**config.mk**
```make
export PLATFORM = sky130hd
export DESIGN_NAME = bounded_index_rejection_sampler_unit_flat
export DESIGN_NICKNAME = d
export VERILOG_FILES = /design/src/bisu_pkg.sv /design/src/bisu_word_if.sv /design/src/bisu_index_if.sv /design/src/bounded_index_rejection_sampler_unit.sv /design/src/bisu_datapath.sv /design/src/flat_wrapper.sv
export SDC_FILE = /design/constraint.sdc
export NUM_CORES = 1
export LEC_CHECK = 0
export ABC_AREA = 0
export BUFFER_PORTS_ARGS = -buffer_cell sky130_fd_sc_hd__buf_2
export CAP_MARGIN = 20
export CORE_ASPECT_RATIO = 1.2
export CORE_MARGIN = 1.5
export CORE_UTILIZATION = 40
export DETAILED_ROUTE_END_ITERATION = 6
export SETUP_SLACK_MARGIN = 0.3
export SYNTH_ARGS = -nofsm -noshare
export SYNTH_HDL_FRONTEND = slang
export SYNTH_HIERARCHICAL = 1
export SYNTH_SLANG_ARGS = --single-unit
```
**constraint.sdc**
```tcl
create_clock -name clk -period 11.7 [get_ports clk]
set_input_delay 0.585 -clock clk [delete_from_list [all_inputs] [get_ports clk]]
set_output_delay 0.585 -clock clk [all_outputs]
set_load 0.02 [all_outputs]
```
**src/bisu_pkg.sv**
```systemverilog
// ---------------------------------------------------------------------------
// bisu_pkg
// Shared widths, the rejection threshold ROM and the result type of the
// bounded index sampler.
// ---------------------------------------------------------------------------
`default_nettype none

package bisu_pkg;

	localparam int WORD_W    = 16;
	localparam int BOUND_W   = 8;
	localparam int COUNT_W   = 8;
	localparam int PROD_W    = WORD_W + BOUND_W;
	localparam int MAX_COUNT = 150;
	localparam int ROM_DEPTH = 2 ** BOUND_W;

	localparam logic [COUNT_W-1:0] COUNT_RESET = COUNT_W'(MAX_COUNT);
	localparam logic [BOUND_W-1:0] BOUND_ONE   = BOUND_W'(1);

	typedef logic [BOUND_W-1:0] thresh_rom_t [ROM_DEPTH];

	// Result of one word, passed from the datapath to the control.
	typedef struct packed {
		logic               accept;
		logic               last;
		logic [BOUND_W-1:0] slot;
		logic [BOUND_W-1:0] index;
		logic [BOUND_W-1:0] next_bound;
	} bisu_result_t;

	// 2^WORD_W mod b by restoring long division, one bit a step; b = 0 gives 0.
	function automatic thresh_rom_t gen_thresh_rom();
		thresh_rom_t        rom;
		logic [BOUND_W:0]   rem;
		logic [BOUND_W:0]   divisor;
		logic [WORD_W:0]    dividend;
		for (int b = 0; b < ROM_DEPTH; b++) begin
			rem      = '0;
			divisor  = (BOUND_W+1)'(b);
			dividend = (WORD_W+1)'(1) << WORD_W;
			if (b == 0) begin
				rom[b] = '0;
			end else begin
				for (int k = WORD_W; k >= 0; k--) begin
					rem = {rem[BOUND_W-1:0], dividend[k]};
					if (rem >= divisor) begin
						rem = rem - divisor;
					end
				end
				rom[b] = rem[BOUND_W-1:0];
			end
		end
		return rom;
	endfunction

	localparam thresh_rom_t THRESH_ROM = gen_thresh_rom();

endpackage

`default_nettype wire

```
**src/bisu_word_if.sv**
```systemverilog
// ---------------------------------------------------------------------------
// bisu_word_if
// Valid/ready channel carrying one random word per transaction.
// ---------------------------------------------------------------------------
`default_nettype none

interface bisu_word_if;
	logic                         valid;
	logic                         ready;
	logic [bisu_pkg::WORD_W-1:0]  random_word;

	modport source (output valid, output random_word, input ready);
	modport sink   (input valid, input random_word, output ready);
endinterface

`default_nettype wire

```
**src/bisu_index_if.sv**
```systemverilog
// ---------------------------------------------------------------------------
// bisu_index_if
// Valid/ready channel carrying one sampled index per transaction.
// ---------------------------------------------------------------------------
`default_nettype none

interface bisu_index_if;
	logic                          valid;
	logic                          ready;
	logic [bisu_pkg::BOUND_W-1:0]  slot;
	logic [bisu_pkg::BOUND_W-1:0]  sampled_index;
	logic                          last_of_run;

	modport source (output valid, output slot, output sampled_index, output last_of_run,
		input ready);
	modport sink   (input valid, input slot, input sampled_index, input last_of_run,
		output ready);
endinterface

`default_nettype wire

```
**src/bounded_index_rejection_sampler_unit.sv**
```systemverilog
// ---------------------------------------------------------------------------
// bounded_index_rejection_sampler_unit
// Turns a stream of random words into runs of uniform bounded indexes by the
// nearly divisionless rejection method.
// ---------------------------------------------------------------------------
//  channel     dir  payload                                   handshake
//  word_in     in   random_word[15:0]                         valid/ready
//  index_out   out  slot[7:0], sampled_index[7:0], last_of_run  valid/ready
//  cfg         in   cfg_wdata[7:0] (index_count)              cfg_we, no ready
//
//  One word per cycle while the output is not stalled; a taken word passes the
//  input register, then multiply and ROM compare, into the result register.
//  A rejected word leaves nothing and frees its stage at once.
//  Reset sets the bound to one and index_count to 150; no clearing pass.
//  A stalled output holds the result and back-pressures the input register.
// ---------------------------------------------------------------------------
`default_nettype none

module bounded_index_rejection_sampler_unit (
	input  wire logic                          clk,
	input  wire logic                          arst_n,
	bisu_word_if.sink                          word_in,
	bisu_index_if.source                       index_out,
	input  wire logic                          cfg_we,
	input  wire logic [bisu_pkg::COUNT_W-1:0]  cfg_wdata
);

	logic [bisu_pkg::COUNT_W-1:0]  index_count_q;
	logic [bisu_pkg::BOUND_W-1:0]  bound_q;
	logic [bisu_pkg::WORD_W-1:0]   word_s1;
	logic                          valid_s1;
	logic                          out_valid_q;
	logic [bisu_pkg::BOUND_W-1:0]  slot_q;
	logic [bisu_pkg::BOUND_W-1:0]  index_q;
	logic                          last_q;
	bisu_pkg::bisu_result_t        result;
	logic                          out_free;
	logic                          advance_s1;
	logic                          emit;

	bisu_datapath u_datapath (
		.word        (word_s1),
		.bound       (bound_q),
		.index_count (index_count_q),
		.result      (result)
	);

	assign out_free      = !out_valid_q || index_out.ready;
	// a rejected word needs no room downstream
	assign advance_s1    = valid_s1 && (out_free || !result.accept);
	assign emit          = valid_s1 && result.accept && out_free;
	assign word_in.ready = !valid_s1 || advance_s1;

	assign index_out.valid         = out_valid_q;
	assign index_out.slot          = slot_q;
	assign index_out.sampled_index = index_q;
	assign index_out.last_of_run   = last_q;

	always_ff @(posedge clk or negedge arst_n) begin
		if (!arst_n) begin
			index_count_q <= bisu_pkg::COUNT_RESET;
			bound_q       <= bisu_pkg::BOUND_ONE;
			valid_s1      <= 1'b0;
			out_valid_q   <= 1'b0;
		end else begin
			if (cfg_we) begin
				index_count_q <= cfg_wdata;
			end
			if (word_in.ready) begin
				valid_s1 <= word_in.valid;
			end
			if (emit) begin
				bound_q     <= result.next_bound;
				out_valid_q <= 1'b1;
			end else if (index_out.ready) begin
				out_valid_q <= 1'b0;
			end
		end
	end

	always_ff @(posedge clk) begin
		if (word_in.valid && word_in.ready) begin
			word_s1 <= word_in.random_word;
		end
		if (emit) begin
			slot_q  <= result.slot;
			index_q <= result.index;
			last_q  <= result.last;
		end
	end

endmodule

`default_nettype wire

```
**src/bisu_datapath.sv**
```systemverilog
// ---------------------------------------------------------------------------
// bisu_datapath
// Multiply a word by the current bound, test the low half against the
// threshold ROM and work out the index, the last flag and the next bound.
// ---------------------------------------------------------------------------
`default_nettype none

module bisu_datapath (
	input  wire logic [bisu_pkg::WORD_W-1:0]   word,
	input  wire logic [bisu_pkg::BOUND_W-1:0]  bound,
	input  wire logic [bisu_pkg::COUNT_W-1:0]  index_count,
	output bisu_pkg::bisu_result_t             result
);

	logic [bisu_pkg::COUNT_W-1:0]  count_eff;
	logic [bisu_pkg::BOUND_W-1:0]  bound_eff;
	logic [bisu_pkg::PROD_W-1:0]   prod;
	logic [bisu_pkg::BOUND_W-1:0]  thresh;
	logic                          last;

	always_comb begin
		// zero acts as one, anything above the maximum acts as the maximum
		if (index_count == '0) begin
			count_eff = bisu_pkg::COUNT_W'(1);
		end else if (index_count > bisu_pkg::COUNT_W'(bisu_pkg::MAX_COUNT)) begin
			count_eff = bisu_pkg::COUNT_W'(bisu_pkg::MAX_COUNT);
		end else begin
			count_eff = index_count;
		end

		bound_eff = (bound == '0) ? bisu_pkg::BOUND_ONE : bound;
		prod      = bisu_pkg::PROD_W'(word) * bisu_pkg::PROD_W'(bound_eff);
		thresh    = bisu_pkg::THRESH_ROM[bound_eff];
		last      = bisu_pkg::COUNT_W'(bound_eff) >= count_eff;

		result.accept     = !(prod[bisu_pkg::WORD_W-1:0] < bisu_pkg::WORD_W'(thresh));
		result.last       = last;
		result.slot       = bound_eff - bisu_pkg::BOUND_ONE;
		result.index      = prod[bisu_pkg::PROD_W-1:bisu_pkg::WORD_W];
		result.next_bound = last ? bisu_pkg::BOUND_ONE : bound_eff + bisu_pkg::BOUND_ONE;
	end

endmodule

`default_nettype wire
```
**src/flat_wrapper.sv**
```systemverilog
// flat-port wrapper written by rule: the top's interface ports become plain ports
module bounded_index_rejection_sampler_unit_flat 
  (clk, arst_n, cfg_we, cfg_wdata, word_in_valid, word_in_random_word, word_in_ready, index_out_valid, index_out_slot, index_out_sampled_index, index_out_last_of_run, index_out_ready);
  bisu_word_if word_in_i ();
  bisu_index_if index_out_i ();
  input  wire logic clk;
  input  wire logic arst_n;
  input  wire logic cfg_we;
  input  wire logic [bisu_pkg::COUNT_W-1:0] cfg_wdata;
  input wire logic [$bits(word_in_i.valid)-1:0] word_in_valid;
  input wire logic [$bits(word_in_i.random_word)-1:0] word_in_random_word;
  output wire logic [$bits(word_in_i.ready)-1:0] word_in_ready;
  output wire logic [$bits(index_out_i.valid)-1:0] index_out_valid;
  output wire logic [$bits(index_out_i.slot)-1:0] index_out_slot;
  output wire logic [$bits(index_out_i.sampled_index)-1:0] index_out_sampled_index;
  output wire logic [$bits(index_out_i.last_of_run)-1:0] index_out_last_of_run;
  input wire logic [$bits(index_out_i.ready)-1:0] index_out_ready;
  assign word_in_i.valid = word_in_valid;
  assign word_in_i.random_word = word_in_random_word;
  assign word_in_ready = word_in_i.ready;
  assign index_out_valid = index_out_i.valid;
  assign index_out_slot = index_out_i.slot;
  assign index_out_sampled_index = index_out_i.sampled_index;
  assign index_out_last_of_run = index_out_i.last_of_run;
  assign index_out_i.ready = index_out_ready;
  bounded_index_rejection_sampler_unit u_core (.clk(clk), .arst_n(arst_n), .word_in(word_in_i), .index_out(index_out_i), .cfg_we(cfg_we), .cfg_wdata(cfg_wdata));
endmodule
```
==> results_dict.tcl <==
set metrics [dict create \
    drc 2 \
    layout_commonest_cell "nand2_1" \
    highest_layer "met4" \
    relSlewSlack 0.364 \
    met1_length_mm 11.4 \
    io_pins 48 \
    slew_violations 0 \
    drt_iter0_markers 917 \
    drtAntennaViolNets 0 \
    hold_viol 0 \
    postCtsResizedCells 0 \
    wl_mm 27.6 \
    slowest_stage "a21o_1" \
    die-area_um2 23200 \
    dr.pass1.iters 7 \
    antenna_found_initial 0 \
    path_max_fanout 54 \
    coreArea_um2 21800 \
    met2_length_mm 13.0 \
    postCtsHoldBufs 0 \
    cp_data_arrival_time_ps 7240 \
    cts_tree "done" \
    fillers 2175 \
    layout_common_cells "114 x nand2_1, 92 x and2_1, 84 x fa_1, 73 x inv_1" \
    tightest_slew_ps 952 \
    clock_latency_ps 310 \
    cts_sinks 51 \
    max-cap-violations 0 \
    die_h_um 167 \
    yosys_warnings 6 \
    hold_ws_ps 230 \
    finish.net_count 1230 \
    fin_crit_sh 0.669 \
    path_cells "buf_4, nor4_4, a21o_1, and2_1, fa_1, fa_1, inv_1, fa_1, inv_1, ha_1, o21ai_0, nor2_1, nor2_1, ha_1, and4_1, nand2_1, nand4_1, a2111oi_0, o311a_1, o2111ai_1, or4b_1, nand3_1, buf_2" \
    numCtsBuffers 5 \
    synth_flop_cell "edfxtp_1" \
    critPathKind "reg -> out" \
    final_util 0.430 \
    drt-wirelength-per-cell_um 20.7 \
    rsz0062_at_grt "no" \
    wl_met3_mm 1.62 \
    row_count 59 \
    endpoint_kind "primary output" \
    synth-edff-count 33 \
    slowest_delay_ps 660 \
    syn-num-nets 1252 \
    multiInputGateArea_um2 6820 \
    failed_checks "design-rule violations" \
    grt_pass1_wl_mm 44.3 \
    grt_max_degree 92 \
    htreeDepth 2 \
    syn_avg_cell_area_um2 8.29 \
    synth_seq_cells 51 \
    crit_required_ps 11120 \
    gp_congestion 0.937 \
    dp_hpwl_mm 19.8 \
    crit_top_cell "fa_1" \
    seq_area_um2 1460 \
    clk_pin_slew_ps 80 \
    via_count 8127 \
    yosysSeqAreaShare 0.162 \
    track_usage 0.242 \
    dieWidth_um 139 \
    ctsRootBufferMaster "clkbuf_16" \
    clock_skew_ps 12.9 \
    cts_setup_buffers 0 \
    setup_tns_ps 0 \
    clock.fmax_mhz 128 \
    antenna_cells 0 \
    port_buffers 47 \
    min_period_ps 7830 \
    grt_pass1_vias 7853 \
    area_growth_pct 5.04 \
    synthCells 1075 \
    clk_path_buf_depth 2 \
    setup_viol 0 \
    grt-ovfl-total 0 \
    outcome "finished, violations left" \
    min_path_type "in -> async" \
    synth_cell_type_count 80 \
    async_flop_share 0.353 \
    viasPerCell 6.12 \
    startpoint_type "flop" \
    drive_above_1_share 0.104 \
    initial_utilization 0.409 \
    syn_area_um2 8910 \
]
per-stage QoR:
| stage | cell area, um2 | setup WS [ps] | instances |
|---|---|---|---|
| final | 9360 | 3870 | 1328 |
| after global placement | 9220 | 4090 | 1320 |
| after floorplan | 8910 | 4140 | 1075 |
| after global routing | 9360 | 3380 | 1328 |
| after CTS | 9360 | 3820 | 1328 |
| after detailed placement | 9220 | 3890 | 1320 |
routing by layer:
metal	track usage	vias to the layer above
li1	-	3710
met1	0.312	3959
met2	0.393	347
met3	0.0354	111
met4	0.130	0
met5	0	-
kinds of logic (layout without fill, tap and decap cells):
group,count (synthesis),after routing,synth area share
muxes,18,18,0.0258
xor gates and xnor gates,20,20,0.0197
buffers and inverters,162,141,0.0726
adders and majority gates,149,149,0.280
DFF,51,51,0.162
and+or+nand+nor,387,387,0.223
AOI/OAI and AO/OA,288,288,0.216
cell usage after synthesis, drive strengths merged, types with 6 or more instances:
| cell type | instances | area [um2] |
|---|---|---|
| o31ai | 8 | 65.1 |
| a31oi | 15 | 93.8 |
| a21o | 10 | 75.1 |
| clkbuf | 53 | 199 |
| o211ai | 13 | 97.6 |
| ha | 64 | 801 |
| buf | 34 | 166 |
| nand3 | 16 | 80.1 |
| nand2 | 115 | 434 |
| edfxtp | 33 | 991 |
| o21ai | 61 | 305 |
| a211oi | 13 | 97.6 |
| a2111oi | 8 | 95.1 |
| o21bai | 7 | 52.6 |
| o22ai | 12 | 75.1 |
| o2111ai | 8 | 70.1 |
| a221oi | 11 | 96.3 |
| o21a | 7 | 52.6 |
| nor2b | 14 | 95.1 |
| inv | 74 | 278 |
| and2 | 92 | 576 |
| or3 | 7 | 43.8 |
| nor2 | 71 | 283 |
| xnor2 | 14 | 123 |
| mux2 | 16 | 210 |
| nor3 | 16 | 85.1 |
| dfrtp | 13 | 325 |
| or2 | 8 | 50.1 |
| a21oi | 70 | 350 |
| fa | 84 | 1680 |
| nand3b | 7 | 52.6 |
| o221ai | 6 | 52.6 |
| nand2b | 25 | 156 |
| xor2 | 6 | 52.6 |
critical path, delay by kind of cell, from the launching register on:
family                     cells  cell delay (ps)
buffers and inverters          4              590
adders and majority gates      5             2100
DFF                            1              390
and+or+nand+nor                9             2180
AOI/OAI and AO/OA              5             1670
state kept, by name, summed over array words and instances, names as in the netlist:
register                        count
u_core/index_out.sampled_index      8
u_core/index_count_q                8
u_core/index_out.last_of_run        1
u_core/index_out.slot               8
u_core/bound_q                      8
u_core/valid_s1                     1
u_core/word_s1                     16
u_core/index_out.valid              1
final timing paths:
check | startpoint | endpoint | slack, ps | depth (start not counted)
setup / recovery | u_core/bound_q[6]$_DFFE_PN0P_ | word_in_ready | 3870 | 23
hold / removal | arst_n | u_core/index_count_q[3]$_DFFE_PN0P_ | 230 | 1
setup reg to reg | u_core/bound_q[6]$_DFFE_PN0P_ | u_core/word_s1[12]$_DFFE_PP_ | 3950 | 23
hold reg to reg | u_core/index_count_q[6]$_DFFE_PN0P_ | u_core/index_count_q[6]$_DFFE_PN0P_ | 550 | 1
max in group asynchronous | arst_n | u_core/bound_q[3]$_DFFE_PN0P_ | 11100 | 1
min in group clk | word_in_random_word[8] | u_core/word_s1[8]$_DFFE_PP_ | 440 | 1
final cells by class:
class / instances / area share
sequential: 51 / 0.156
clock inverter: 3 / 0.00200
inverter: 75 / 0.0301
timing repair buffer: 58 / 0.0339
multi-input combinational: 862 / 0.728
tap: 274 / 0.0366
clock buffer: 5 / 0.0134
Power is left out: the tool's default activity adds up to more than one toggle a clock period on the data nets, which glitch-free logic cannot reach.
